--- src/hw/rtl/pbead_pkg.sv ---
// ----------------------------------------------------------------------------
// pbead_pkg
// Shared types, register codes and reset values for the power, battery and
// environment alert debouncer.
// ----------------------------------------------------------------------------
`timescale 1ns / 1ps
`default_nettype none

package pbead_pkg;

  localparam int unsigned IN_BYTES  = 7;
  localparam int unsigned OUT_BYTES = 5;

  // configuration register indexes
  typedef enum logic [2:0] {
    CFG_STABLE_SAMPLES = 3'd0,
    CFG_LOW_BATT_PCT   = 3'd1,
    CFG_REARM_PCT      = 3'd2,
    CFG_TEMP_THR_X10   = 3'd3,
    CFG_HUM_THR_PCT    = 3'd4,
    CFG_TEMP_HYST_X10  = 3'd5,
    CFG_HUM_HYST_PCT   = 3'd6
  } cfg_index_t;

  // charger phase codes
  typedef enum logic [1:0] {
    PH_OTHER     = 2'd0,
    PH_PRECHARGE = 2'd1,
    PH_FAST      = 2'd2,
    PH_DONE      = 2'd3
  } charge_phase_t;

  localparam logic [3:0]         RST_STABLE_SAMPLES = 4'd3;
  localparam logic [6:0]         RST_LOW_BATT_PCT   = 7'd30;
  localparam logic [6:0]         RST_REARM_PCT      = 7'd35;
  localparam logic signed [11:0] RST_TEMP_THR_X10   = 12'sd300;
  localparam logic [6:0]         RST_HUM_THR_PCT    = 7'd70;
  localparam logic [7:0]         RST_TEMP_HYST_X10  = 8'd10;
  localparam logic [6:0]         RST_HUM_HYST_PCT   = 7'd5;

  localparam logic [6:0] PCT_MAX = 7'd100;

  typedef struct packed {
    logic [3:0] next;
    logic       hit;
  } cnt_res_t;

  // saturating confirm counter: increments below the limit, confirms and
  // clears once at or above it
  function automatic cnt_res_t count_up(input logic [3:0] c, input logic [3:0] limit);
    cnt_res_t   r;
    logic [3:0] v;
    v = c;
    if (c < limit) v = c + 4'd1;
    if (v >= limit) begin
      r.next = 4'd0;
      r.hit  = 1'b1;
    end else begin
      r.next = v;
      r.hit  = 1'b0;
    end
    return r;
  endfunction

  // clamp a signed 9-bit percent to 0..100
  function automatic logic [6:0] clamp_pct(input logic signed [8:0] v);
    logic [6:0] r;
    if (v <= 9'sd0) r = 7'd0;
    else if (v >= 9'sd100) r = PCT_MAX;
    else r = v[6:0];
    return r;
  endfunction

endpackage

`default_nettype wire

--- src/hw/rtl/power_battery_env_alert_debouncer_top.sv ---
// ----------------------------------------------------------------------------
// power_battery_env_alert_debouncer_top
// Four qualified event detectors (power, charge, low battery, environment)
// run on one sensor snapshot per request.
// ----------------------------------------------------------------------------
// Usage:
//   s_axis_*  : one sensor snapshot per request (fields listed at the port).
//   m_axis_*  : one result per snapshot: event flags, payloads, latch states.
//   cfg_*     : register writes; cfg_ready is always high. Write only while
//               the block holds no undelivered result.
// Result: an accepted snapshot's update is captured in the result register and presented on m_axis from there.
// Throughput: one snapshot per cycle unless a held result stalls the input;
//   the detector update is a single pass of compares and 4-bit counter steps
//   between the input port and the result register.
// Stall: the result register holds while m_axis_tready is low and
//   s_axis_tready drops with it; a new request is taken in the same cycle the
//   held result leaves.
// Reset (rst, synchronous): registers return to their defaults, all detector
//   counters and latches clear, no result is pending.
// ----------------------------------------------------------------------------
`timescale 1ns / 1ps
`default_nettype none

module power_battery_env_alert_debouncer_top (
  input  wire logic                                clk,
  input  wire logic                                rst,
  // charger_ok[0], ext_present[1], charge_phase[3:2], battery_ok[4],
  // battery_voltage_mv[20:5], soc_percent[29:21], env_ok[30],
  // temperature[42:31], humidity_percent[51:43], zero[55:52]
  input  wire logic [pbead_pkg::IN_BYTES*8-1:0]    s_axis_tdata,
  input  wire logic                                s_axis_tvalid,
  output logic                                     s_axis_tready,
  // power_in_event[0], power_out_event[1], charge_done_event[2],
  // low_battery_event[3], low_battery_level[10:4], env_alert_event[11],
  // alert_temperature[23:12], alert_humidity[30:24], power_stable[31],
  // low_batt_latched[32], env_alert_latched[33], zero[39:34]
  output logic [pbead_pkg::OUT_BYTES*8-1:0]        m_axis_tdata,
  output logic                                     m_axis_tvalid,
  input  wire logic                                m_axis_tready,
  input  wire logic                                cfg_valid,
  output logic                                     cfg_ready,
  input  wire logic [2:0]                          cfg_index,
  input  wire logic [11:0]                         cfg_data
);

  // configuration
  logic [3:0]         stable_samples;
  logic [6:0]         low_battery_percent;
  logic [6:0]         rearm_percent;
  logic signed [11:0] temp_threshold_x10;
  logic [6:0]         hum_threshold_percent;
  logic [7:0]         temp_hyst_x10;
  logic [6:0]         hum_hyst_percent;

  // detector state
  logic       power_seen_once, stable_power, pwr_cand;
  logic [3:0] power_count;
  logic       chg_seen, chg_reported;
  logic [3:0] done_count;
  logic       low_batt_latch;
  logic [3:0] low_batt_count;
  logic       env_latch;
  logic [3:0] env_high_count, env_clear_count;

  logic       power_seen_once_next, stable_power_next, pwr_cand_next;
  logic [3:0] power_count_next;
  logic       chg_seen_next, chg_reported_next;
  logic [3:0] done_count_next;
  logic       low_batt_latch_next;
  logic [3:0] low_batt_count_next;
  logic       env_latch_next;
  logic [3:0] env_high_count_next, env_clear_count_next;

  // result register fields
  logic              p_in, p_out, c_done, lb_ev, env_ev;
  logic [6:0]        lb_lvl, a_hum;
  logic signed [11:0] a_temp;
  logic              p_in_next, p_out_next, c_done_next, lb_ev_next, env_ev_next;
  logic [6:0]        lb_lvl_next, a_hum_next;
  logic signed [11:0] a_temp_next;

  logic out_valid;
  logic s_accept;

  // input fields
  logic               chg_ok, present, bat_ok, e_ok;
  logic [1:0]         phase;
  logic signed [15:0] mv;
  logic signed [11:0] temp;
  logic [6:0]         soc, hum;

  assign chg_ok  = s_axis_tdata[0];
  assign present = s_axis_tdata[1];
  assign phase   = s_axis_tdata[3:2];
  assign bat_ok  = s_axis_tdata[4];
  assign mv      = s_axis_tdata[20:5];
  assign soc     = pbead_pkg::clamp_pct(s_axis_tdata[29:21]);
  assign e_ok    = s_axis_tdata[30];
  assign temp    = s_axis_tdata[42:31];
  assign hum     = pbead_pkg::clamp_pct(s_axis_tdata[51:43]);

  assign s_axis_tready = !out_valid || m_axis_tready;
  assign s_accept      = s_axis_tvalid && s_axis_tready;
  assign cfg_ready     = 1'b1;

  // environment compares, widened so nothing wraps
  logic               env_high, env_clear;
  logic signed [13:0] temp_clr_lvl;
  logic signed [8:0]  hum_clr_lvl;

  assign temp_clr_lvl = 14'(temp_threshold_x10) - $signed({6'd0, temp_hyst_x10});
  assign hum_clr_lvl  = $signed({2'b00, hum_threshold_percent})
                      - $signed({2'b00, hum_hyst_percent});
  assign env_high  = (temp >= temp_threshold_x10) || (hum >= hum_threshold_percent);
  assign env_clear = (14'(temp) <= temp_clr_lvl) &&
                     ($signed({2'b00, hum}) <= hum_clr_lvl);

  pbead_pkg::cnt_res_t power_cnt, done_cnt, lb_cnt, env_hi_cnt, env_clr_cnt;

  assign power_cnt   = pbead_pkg::count_up(power_count, stable_samples);
  assign done_cnt    = pbead_pkg::count_up(done_count, stable_samples);
  assign lb_cnt      = pbead_pkg::count_up(low_batt_count, stable_samples);
  assign env_hi_cnt  = pbead_pkg::count_up(env_high_count, stable_samples);
  assign env_clr_cnt = pbead_pkg::count_up(env_clear_count, stable_samples);

  always_comb begin
    power_seen_once_next = power_seen_once;
    stable_power_next    = stable_power;
    pwr_cand_next        = pwr_cand;
    power_count_next     = power_count;
    chg_seen_next        = chg_seen;
    done_count_next      = done_count;
    chg_reported_next    = chg_reported;
    low_batt_count_next  = low_batt_count;
    low_batt_latch_next  = low_batt_latch;
    env_high_count_next  = env_high_count;
    env_clear_count_next = env_clear_count;
    env_latch_next       = env_latch;
    p_in_next   = 1'b0;
    p_out_next  = 1'b0;
    c_done_next = 1'b0;
    lb_ev_next  = 1'b0;
    env_ev_next = 1'b0;
    lb_lvl_next = 7'd0;
    a_temp_next = 12'sd0;
    a_hum_next  = 7'd0;

    // power
    if (!chg_ok) begin
      power_count_next = 4'd0;
    end else if (!power_seen_once) begin
      // first valid sample sets the stable value silently
      power_seen_once_next = 1'b1;
      stable_power_next    = present;
      pwr_cand_next        = present;
      power_count_next     = 4'd0;
    end else if (present == stable_power) begin
      pwr_cand_next    = present;
      power_count_next = 4'd0;
    end else if (present != pwr_cand) begin
      pwr_cand_next    = present;
      power_count_next = 4'd1;
    end else begin
      power_count_next = power_cnt.next;
      if (power_cnt.hit) begin
        stable_power_next = present;
        p_in_next         = present;
        p_out_next        = !present;
      end
    end

    // charge
    if (!chg_ok) begin
      done_count_next = 4'd0;
    end else if (!present) begin
      chg_seen_next     = 1'b0;
      done_count_next   = 4'd0;
      chg_reported_next = 1'b0;
    end else if (phase == pbead_pkg::PH_PRECHARGE || phase == pbead_pkg::PH_FAST) begin
      chg_seen_next     = 1'b1;
      done_count_next   = 4'd0;
      chg_reported_next = 1'b0;
    end else if (phase != pbead_pkg::PH_DONE || !chg_seen || chg_reported) begin
      done_count_next = 4'd0;
    end else begin
      done_count_next = done_cnt.next;
      if (done_cnt.hit) begin
        chg_reported_next = 1'b1;
        c_done_next       = 1'b1;
      end
    end

    // battery; nonpositive voltage counts as an invalid reading
    if (!bat_ok || mv <= 16'sd0) begin
      low_batt_count_next = 4'd0;
    end else if (low_batt_latch) begin
      if (soc >= rearm_percent) low_batt_latch_next = 1'b0;
    end else if (soc >= low_battery_percent) begin
      low_batt_count_next = 4'd0;
    end else begin
      low_batt_count_next = lb_cnt.next;
      if (lb_cnt.hit) begin
        low_batt_latch_next = 1'b1;
        lb_ev_next          = 1'b1;
        lb_lvl_next         = soc;
      end
    end

    // environment
    if (!e_ok) begin
      env_high_count_next  = 4'd0;
      env_clear_count_next = 4'd0;
    end else if (env_latch) begin
      env_high_count_next = 4'd0;
      if (!env_clear) begin
        env_clear_count_next = 4'd0;
      end else begin
        env_clear_count_next = env_clr_cnt.next;
        if (env_clr_cnt.hit) env_latch_next = 1'b0;
      end
    end else begin
      env_clear_count_next = 4'd0;
      if (!env_high) begin
        env_high_count_next = 4'd0;
      end else begin
        env_high_count_next = env_hi_cnt.next;
        if (env_hi_cnt.hit) begin
          env_latch_next = 1'b1;
          env_ev_next    = 1'b1;
          a_temp_next    = temp;
          a_hum_next     = hum;
        end
      end
    end
  end

  // configuration registers
  always_ff @(posedge clk) begin
    if (rst) begin
      stable_samples        <= pbead_pkg::RST_STABLE_SAMPLES;
      low_battery_percent   <= pbead_pkg::RST_LOW_BATT_PCT;
      rearm_percent         <= pbead_pkg::RST_REARM_PCT;
      temp_threshold_x10    <= pbead_pkg::RST_TEMP_THR_X10;
      hum_threshold_percent <= pbead_pkg::RST_HUM_THR_PCT;
      temp_hyst_x10         <= pbead_pkg::RST_TEMP_HYST_X10;
      hum_hyst_percent      <= pbead_pkg::RST_HUM_HYST_PCT;
    end else if (cfg_valid && cfg_ready) begin
      case (cfg_index)
        pbead_pkg::CFG_STABLE_SAMPLES: stable_samples        <= cfg_data[3:0];
        pbead_pkg::CFG_LOW_BATT_PCT:   low_battery_percent   <= cfg_data[6:0];
        pbead_pkg::CFG_REARM_PCT:      rearm_percent         <= cfg_data[6:0];
        pbead_pkg::CFG_TEMP_THR_X10:   temp_threshold_x10    <= cfg_data;
        pbead_pkg::CFG_HUM_THR_PCT:    hum_threshold_percent <= cfg_data[6:0];
        pbead_pkg::CFG_TEMP_HYST_X10:  temp_hyst_x10         <= cfg_data[7:0];
        pbead_pkg::CFG_HUM_HYST_PCT:   hum_hyst_percent      <= cfg_data[6:0];
        default: ;
      endcase
    end
  end

  // detector state
  always_ff @(posedge clk) begin
    if (rst) begin
      power_seen_once <= 1'b0;
      stable_power    <= 1'b0;
      pwr_cand        <= 1'b0;
      power_count     <= 4'd0;
      chg_seen        <= 1'b0;
      done_count      <= 4'd0;
      chg_reported    <= 1'b0;
      low_batt_count  <= 4'd0;
      low_batt_latch  <= 1'b0;
      env_high_count  <= 4'd0;
      env_clear_count <= 4'd0;
      env_latch       <= 1'b0;
    end else if (s_accept) begin
      power_seen_once <= power_seen_once_next;
      stable_power    <= stable_power_next;
      pwr_cand        <= pwr_cand_next;
      power_count     <= power_count_next;
      chg_seen        <= chg_seen_next;
      done_count      <= done_count_next;
      chg_reported    <= chg_reported_next;
      low_batt_count  <= low_batt_count_next;
      low_batt_latch  <= low_batt_latch_next;
      env_high_count  <= env_high_count_next;
      env_clear_count <= env_clear_count_next;
      env_latch       <= env_latch_next;
    end
  end

  // result register
  always_ff @(posedge clk) begin
    if (rst) begin
      out_valid <= 1'b0;
    end else if (s_accept) begin
      out_valid <= 1'b1;
    end else if (m_axis_tready) begin
      out_valid <= 1'b0;
    end
  end

  always_ff @(posedge clk) begin
    if (s_accept) begin
      p_in   <= p_in_next;
      p_out  <= p_out_next;
      c_done <= c_done_next;
      lb_ev  <= lb_ev_next;
      lb_lvl <= lb_lvl_next;
      env_ev <= env_ev_next;
      a_temp <= a_temp_next;
      a_hum  <= a_hum_next;
    end
  end

  // latch states read back from the state registers, which only move on accept
  assign m_axis_tvalid = out_valid;
  assign m_axis_tdata  = {6'd0, env_latch, low_batt_latch, stable_power, a_hum,
                          a_temp, env_ev, lb_lvl, lb_ev, c_done, p_out, p_in};

`ifndef SYNTHESIS
  a_lb_event_latches: assert property (@(posedge clk) disable iff (rst)
    (out_valid && lb_ev) |-> low_batt_latch)
    else $error("low battery event without latch");

  a_env_event_latches: assert property (@(posedge clk) disable iff (rst)
    (out_valid && env_ev) |-> env_latch)
    else $error("environment event without latch");

  a_power_event_dir: assert property (@(posedge clk) disable iff (rst)
    out_valid |-> (!(p_in && p_out) && (!p_in || stable_power) &&
                   (!p_out || !stable_power)))
    else $error("power event disagrees with stable power");

  a_lb_level_zero: assert property (@(posedge clk) disable iff (rst)
    (out_valid && !lb_ev) |-> (lb_lvl == 7'd0))
    else $error("low battery level without event");

  a_state_holds_on_stall: assert property (@(posedge clk) disable iff (rst)
    (out_valid && !m_axis_tready) |=> ($stable(env_latch) && $stable(low_batt_latch)
                                       && $stable(stable_power)))
    else $error("state moved while result stalled");
`endif

endmodule

`default_nettype wire
--- config.mk ---
export PLATFORM = sky130hd
export DESIGN_NAME = power_battery_env_alert_debouncer_top
export DESIGN_NICKNAME = d
export VERILOG_FILES = /design/src/hw/rtl/pbead_pkg.sv /design/src/hw/rtl/power_battery_env_alert_debouncer_top.sv
export SDC_FILE = /design/constraint.sdc
export NUM_CORES = 1
export LEC_CHECK = 0
export ABC_AREA = 1
export BUFFER_PORTS_ARGS = -buffer_cell sky130_fd_sc_hd__buf_4
export CORE_MARGIN = 3
export CORE_UTILIZATION = 40
export DETAILED_ROUTE_END_ITERATION = 7
export PLACE_DENSITY = 0.72
export SLEW_MARGIN = 20
export SYNTH_ARGS = -nofsm -noshare
export SYNTH_HDL_FRONTEND = slang
export SYNTH_SLANG_ARGS = --single-unit
export TNS_END_PERCENT = 1
--- constraint.sdc ---
create_clock -name clk -period 3.1 [get_ports clk]
set_clock_uncertainty 0.2 [all_clocks]
set_input_delay 0.31 -clock clk [delete_from_list [all_inputs] [get_ports clk]]
set_output_delay 0.31 -clock clk [all_outputs]
set_load 0.1 [all_outputs]
==> reports/results.ini, run 1 <==
[global_routing]
grt_pass1_wl_mm = 31.1
grt_pass1_vias = 6622
grt_use_total_pct = 17.4
grt_start_max_net_pins = 50
overflow = 0
grt_antenna_before_repair = 0

[pwr]
p_sw_share_pct = 33.7
seq_power_share_pct = 42.4
p_per_area_nw_per_um2 = 388
power_uw = 3700
p_leak_uw = 0.00466
clkPwrFrac_pct = 30.6
p_int_uw = 2450
irDropWorstVdd_mv = 0.313
p_comb_share_pct = 27.0
power.switching_uw = 1250

[final_layout]
antenna_cells = 0
fin_nets = 1352
drive_gt1_share_pct = 19.6
synthToLayoutAreaGrowth_pct = 22.1

[timing]
timing.slew.headroom_pct = 59.0
fin_crit_ps = 3050
worst_pin_slew_ps = 613
setup_viol = 0
fin_tns_setup_ps = 0
rsz0062_at_grt = true
hold_viol = 0
layout_worst_path_cycle_share_pct = 98.3
maxSlewViolCount = 0
fmax_mhz = 328

[critical_path]
critPathTopFamily = simple AND/OR/NAND/NOR gates
crit_fanout = 5
critical_path_class = reg -> reg
start_kind = flip-flop
cp_data_arrival_time_ps = 3090
crit_required_ps = 3140
worst-path-buf-inv = 1
path_depth = 19
cpPeakStageDelay_ps = 360
slowest_stage = fa_2
critPathCaptureType = flip-flop
crit_chain = inv_2 -> ha_4 -> fa_2 -> o21ai_2 -> nand3_1 -> nand2_2 -> nand3_2 -> nand2_4 -> nor3_4 -> xor2_1 -> ha_1 -> a21oi_1 -> o21ai_0 -> nor2_1 -> nand2_1 -> nand2_1 -> nand3_2 -> nand4_1 -> a21oi_1
r2r_cells = 19

[routing]
ant_nets = 0
drcViolationCount = 0
drtIter0Drc = 390
vias_per_cell = 4.87
drtPass1Iterations = 5
num_vias = 6957
wl_per_cell_um = 12.9
wl_mm = 18.4

[logic_synthesis]
ys_warn_count = 0
synth_ff_type = dfxtp_1
ys_seq_area_share_pct = 32.4
yosys_register_bits = 111
syn_avg_cell_area_um2 = 7.60
syn_inst = 1029
netlist_top_cells_area = dfxtp_1, ha_1, edfxtp_1
synth.distinct_cells = 40
synth_edf_count = 31
netlist_area_um2 = 7820
synth_top_area_share_pct = 20.5
synth_top_area_cell = dfxtp_1
ys_async_sr_fraction_pct = 0

[job]
timing.max_cap.violations = 0

[floorplan]
io_pins = 119
start_util_pct = 41.2
coreArea_um2 = 19000
num_rows = 50
die_width_um = 146
die_h_um = 146
dieArea_um2 = 21300

[min_path]
hold_class = in -> reg
whs_path_depth = 3

[clocking]
cts_num_sinks = 111
htreeDepth = 3
clk_pin_slew_ps = 80
root_buffer = clkbuf_16
numCtsBuffers = 9
insertion_delay_ps = 360
cts_tree = built
clockBufferDepth = 2

[status]
status = completed

[placed_design]
port-buffer-count = 107
dp.final_hpwl_mm = 14.3
routabilityCongestion = 0.834

==> layer usage <==
layer | routed length (µm) | GRT usage (%) | vias to the layer above
li1 | - | - | 3665
met1 | 8900 | 23.3 | 3163
met2 | 8610 | 29.1 | 110
met3 | 598 | 2.58 | 19
met4 | 324 | 5.70 | 0
met5 | 0 | 0 | -
==> power groups by stage <==
stage / Clock, µW / Sequential (µW) / Combinational [µW]
5_1_grt: 1200 / 1580 / 1110
3_3_place_gp: 0 / 1600 / 948
4_1_cts: 1150 / 1570 / 984
6_report: 1130 / 1570 / 1000
2_1_floorplan: 0 / 1740 / 548
3_5_place_dp: 0 / 1600 / 966
==> synth_stat cells (19+ instances only) <==
cell,number
a21oi_1,104
dfxtp_1,80
edfxtp_1,31
ha_1,109
inv_1,178
nand2_1,177
nand3_1,52
nand4_1,25
nor2_1,72
nor2_2,19
o211ai_1,20
o21ai_0,58
xor2_1,21
==> final cells by class <==
type / count / area, µm²
Inverter: 181 / 679
Timing Repair Buffer: 149 / 1130
Multi-Input combinational cell: 713 / 4600
Clock buffer: 11 / 243
Tap cell: 260 / 325
Clock inverter: 5 / 32.5
Sequential cell: 111 / 2530
Fill cell: 1790 / 9410
==> cells by family (layout without fill, tap and decap cells) <==
| group | count (synthesis) | in the layout | share of synthesized area [%] |
|---|---|---|---|
| AND/OR/NAND/NOR | 371 | 371 | 21.8 |
| buffers and inverters | 210 | 346 | 11.0 |
| AO/OA/AOI/OAI | 196 | 196 | 13.6 |
| adder cells (fa/ha/maj) | 111 | 111 | 18.0 |
| flip-flops | 111 | 111 | 32.4 |
| XOR/XNOR | 28 | 28 | 3.14 |
| other | 2 | 7 | 0.0961 |
==> what timing repair did <==
| action | in CTS | in global routing |
|---|---|---|
| hold endpoints to repair | 1 | 0 |
| setup buffers | 3 | 4 |
| endpoints found under the setup margin | 5 | 46 |
| pin swaps | 14 | 18 |
| resized for setup | 12 | 26 |
| hold buffers | 1 | 0 |
==> final timing paths <==
kind,startpoint,end,slack [ps]
max,temp_threshold_x10[0],env_clear_count[1],50
min,cfg_data[7],temp_hyst_x10[7],40
max reg2reg,temp_threshold_x10[0],env_clear_count[1],50
min reg2reg,pwr_cand,pwr_cand,260
==> per-stage QoR <==
stage,utilization (%),setup slack (ps),area [µm²],cells,hold WS (ps)
global route,50.3,-158,9540,1430,50.5
finish,50.3,53.2,9540,1430,38.6
detailed placement,47.7,-195,9050,1406,250
global placement,47.7,-142,9050,1406,250
CTS,49.6,1.32,9410,1426,37.0
floorplan,-,103,7840,1034,233
==> flip-flops by register name, indices dropped and copies added (netlist names), 7 cells and up <==
name / flops
lb_lvl: 7
a_hum: 7
hum_threshold_percent: 7
temp_threshold_x10: 12
hum_hyst_percent: 7
low_battery_percent: 7
temp_hyst_x10: 8
a_temp: 12
rearm_percent: 7
==> cells in the final DEF (no fill, tap or decap), drive strengths merged <==
cell type    count
a21o             3
a21oi          105
a31oi            2
buf            148
clkbuf          11
clkinv           5
conb             7
dfxtp           80
dlygate4sd3      1
edfxtp          31
fa               2
ha             109
inv            181
nand2          179
nand3           53
nand3b           2
nand4           28
nor2            93
nor3            12
nor4             3
o211ai          20
o21a             2
o21ai           61
o21bai           2
o31ai            1
or2              1
xnor2            7
xor2            21
==> worst min-delay path: cells and delay by family <==
kind                   cells  cell delay, ps
AO/OA/AOI/OAI              2             170
buffers and inverters      1              90
(Power assumes the default switching activity.)
==> run 2, diff against run 1 <==
--- a/config.mk
+++ b/config.mk
@@ -10,6 +10,7 @@
 export CORE_MARGIN = 3
 export CORE_UTILIZATION = 40
 export DETAILED_ROUTE_END_ITERATION = 7
+export MAX_ROUTING_LAYER = met4
 export PLACE_DENSITY = 0.72
 export SLEW_MARGIN = 20
 export SYNTH_ARGS = -nofsm -noshare
==> reports/results.ini, run 2 (same netlist as run 1, synthesis figures left out) <==
[critical_path]
critPathCaptureType = flip-flop
worst-path-buf-inv = 1
cp_data_arrival_time_ps = 3080
crit_required_ps = 3140
crit_start = temp_threshold_x10[0]
start_kind = flip-flop
slowest_stage = fa_2
critPathTopFamily = simple AND/OR/NAND/NOR gates
rr_startpoint = temp_threshold_x10[0]
cpPeakStageDelay_ps = 360
crit_chain = inv_2 -> ha_4 -> fa_2 -> o21ai_2 -> nand3_1 -> nand2_2 -> nand3_2 -> nand2_4 -> nor3_4 -> xor2_1 -> ha_1 -> a21oi_1 -> o21ai_0 -> nor2_1 -> nand2_1 -> nand2_1 -> nand3_2 -> nand4_1 -> a21oi_1
crit_fanout = 5
critical_path_class = reg -> reg

[floorplan]
die_h_um = 146
die_width_um = 146
dieArea_um2 = 21300
num_rows = 50
coreArea_um2 = 19000
start_util_pct = 41.2
io_pins = 119

[job]
timing.max_cap.violations = 0

[pwr]
p_leak_uw = 0.00466
irDropWorstVdd_mv = 0.313
p_per_area_nw_per_um2 = 388

[placed_design]
dp.final_hpwl_mm = 14.3
dpl_cell_area_um2 = 9050
routabilityCongestion = 0.847
dp_cells = 1406
port-buffer-count = 107

[timing]
setup_viol = 0
layout_worst_path_cycle_share_pct = 98.2
fmax_mhz = 328
worst_pin_slew_ps = 616
rsz0062_at_grt = true
maxSlewViolCount = 0
fin_crit_ps = 3040
hold_viol = 0
timing.slew.headroom_pct = 58.9

[final_layout]
fin_nets = 1352
synthToLayoutAreaGrowth_pct = 22.1
reg.largest.list = a_temp x12, temp_threshold_x10 x12, temp_hyst_x10 x8
fin_cells = 1430
drive_gt1_share_pct = 19.5
utilization_pct = 50.3
antenna_cells = 0
finalInstanceArea_um2 = 9540
layout_common_cells = inv_1, nand2_1, buf_4

[global_routing]
grt_start_max_net_pins = 50
grt_pass1_vias = 6620
grt_antenna_before_repair = 0
grt_use_total_pct = 18.0
grt_pass1_wl_mm = 31.1
overflow = 0

[routing]
drtPass1Iterations = 4
wl_mm = 18.4
num_vias = 6963
wl_per_cell_um = 12.9
drtIter0Drc = 397
drcViolationCount = 0
ant_nets = 0
vias_per_cell = 4.87

[min_path]
hold_start = cfg_data[7]
hold_class = in -> reg

[clocking]
root_buffer = clkbuf_16
insertion_delay_ps = 360
cts_num_sinks = 111
htreeDepth = 3
numCtsBuffers = 9
cts_tree = built
clk_pin_slew_ps = 80
clockBufferDepth = 2

[status]
status = completed

run 2: cell counts in the layout (fill, tap and decap cells not counted):
No cell type changed its count.
run 2: power breakdown:
group	switching [µW]	internal, µW
Sequential	25.3	1540
Clock	560	569
Combinational	661	341
Total	1250	2450
run 2: path summary, 6_finish.rpt:
check | to | slack, ps | cells after the start
max | env_clear_count[1] | 60 | 19
min | temp_hyst_x10[7] | 40 | 3
max reg2reg | env_clear_count[1] | 60 | 19
min reg2reg | pwr_cand | 260 | 2
run 2: worst min-delay path, delay by kind of cell:
| family | cells | cell delay, ps |
|---|---|---|
| AO/OA/AOI/OAI | 2 | 170 |
| buffers and inverters | 1 | 90 |
run 2: stage by stage:
stage | hold slack (ps) | setup WS [ps] | TNS (ps) | total power [µW]
2_1_floorplan | 233 | 103 | 0 | 2290
3_3_place_gp | 250 | -142 | -630 | 2550
3_5_place_dp | 250 | -195 | -944 | 2570
4_1_cts | 37.0 | 1.32 | 0 | 3700
5_1_grt | 45.9 | -158 | -603 | 3890
6_report | 39.1 | 55.1 | 0 | 3700
run 2: area by class of cell:
class                   instances  area [µm²]
fillers                      1790        9410
multi-input cells             713        4600
clock buffers                  11         243
flip-flops and latches        111        2530
repair buffers                149        1130
inverters                     181         679
clock inverters                 5        32.5
well taps                     260         325
run 2: routing by layer:
| metal | up-vias | GRT usage (%) | routed length [µm] |
|---|---|---|---|
| met5 | - | - | 0 |
| met4 | 0 | 4.84 | 277 |
| met3 | 19 | 3.02 | 621 |
| met2 | 111 | 29.0 | 8610 |
| met1 | 3166 | 23.4 | 8920 |
| li1 | 3667 | - | - |
run 2: repair_timing:
| item | 4_1_cts | 5_1_grt |
|---|---|---|
| hold buffers | 1 | 0 |
| gates resized for setup | 12 | 25 |
| endpoints found under the hold margin | 1 | 0 |
| gates cloned | 0 | 0 |
| pin swaps | 14 | 18 |
| endpoints found under the setup margin | 5 | 46 |
| buffers inserted | 3 | 4 |
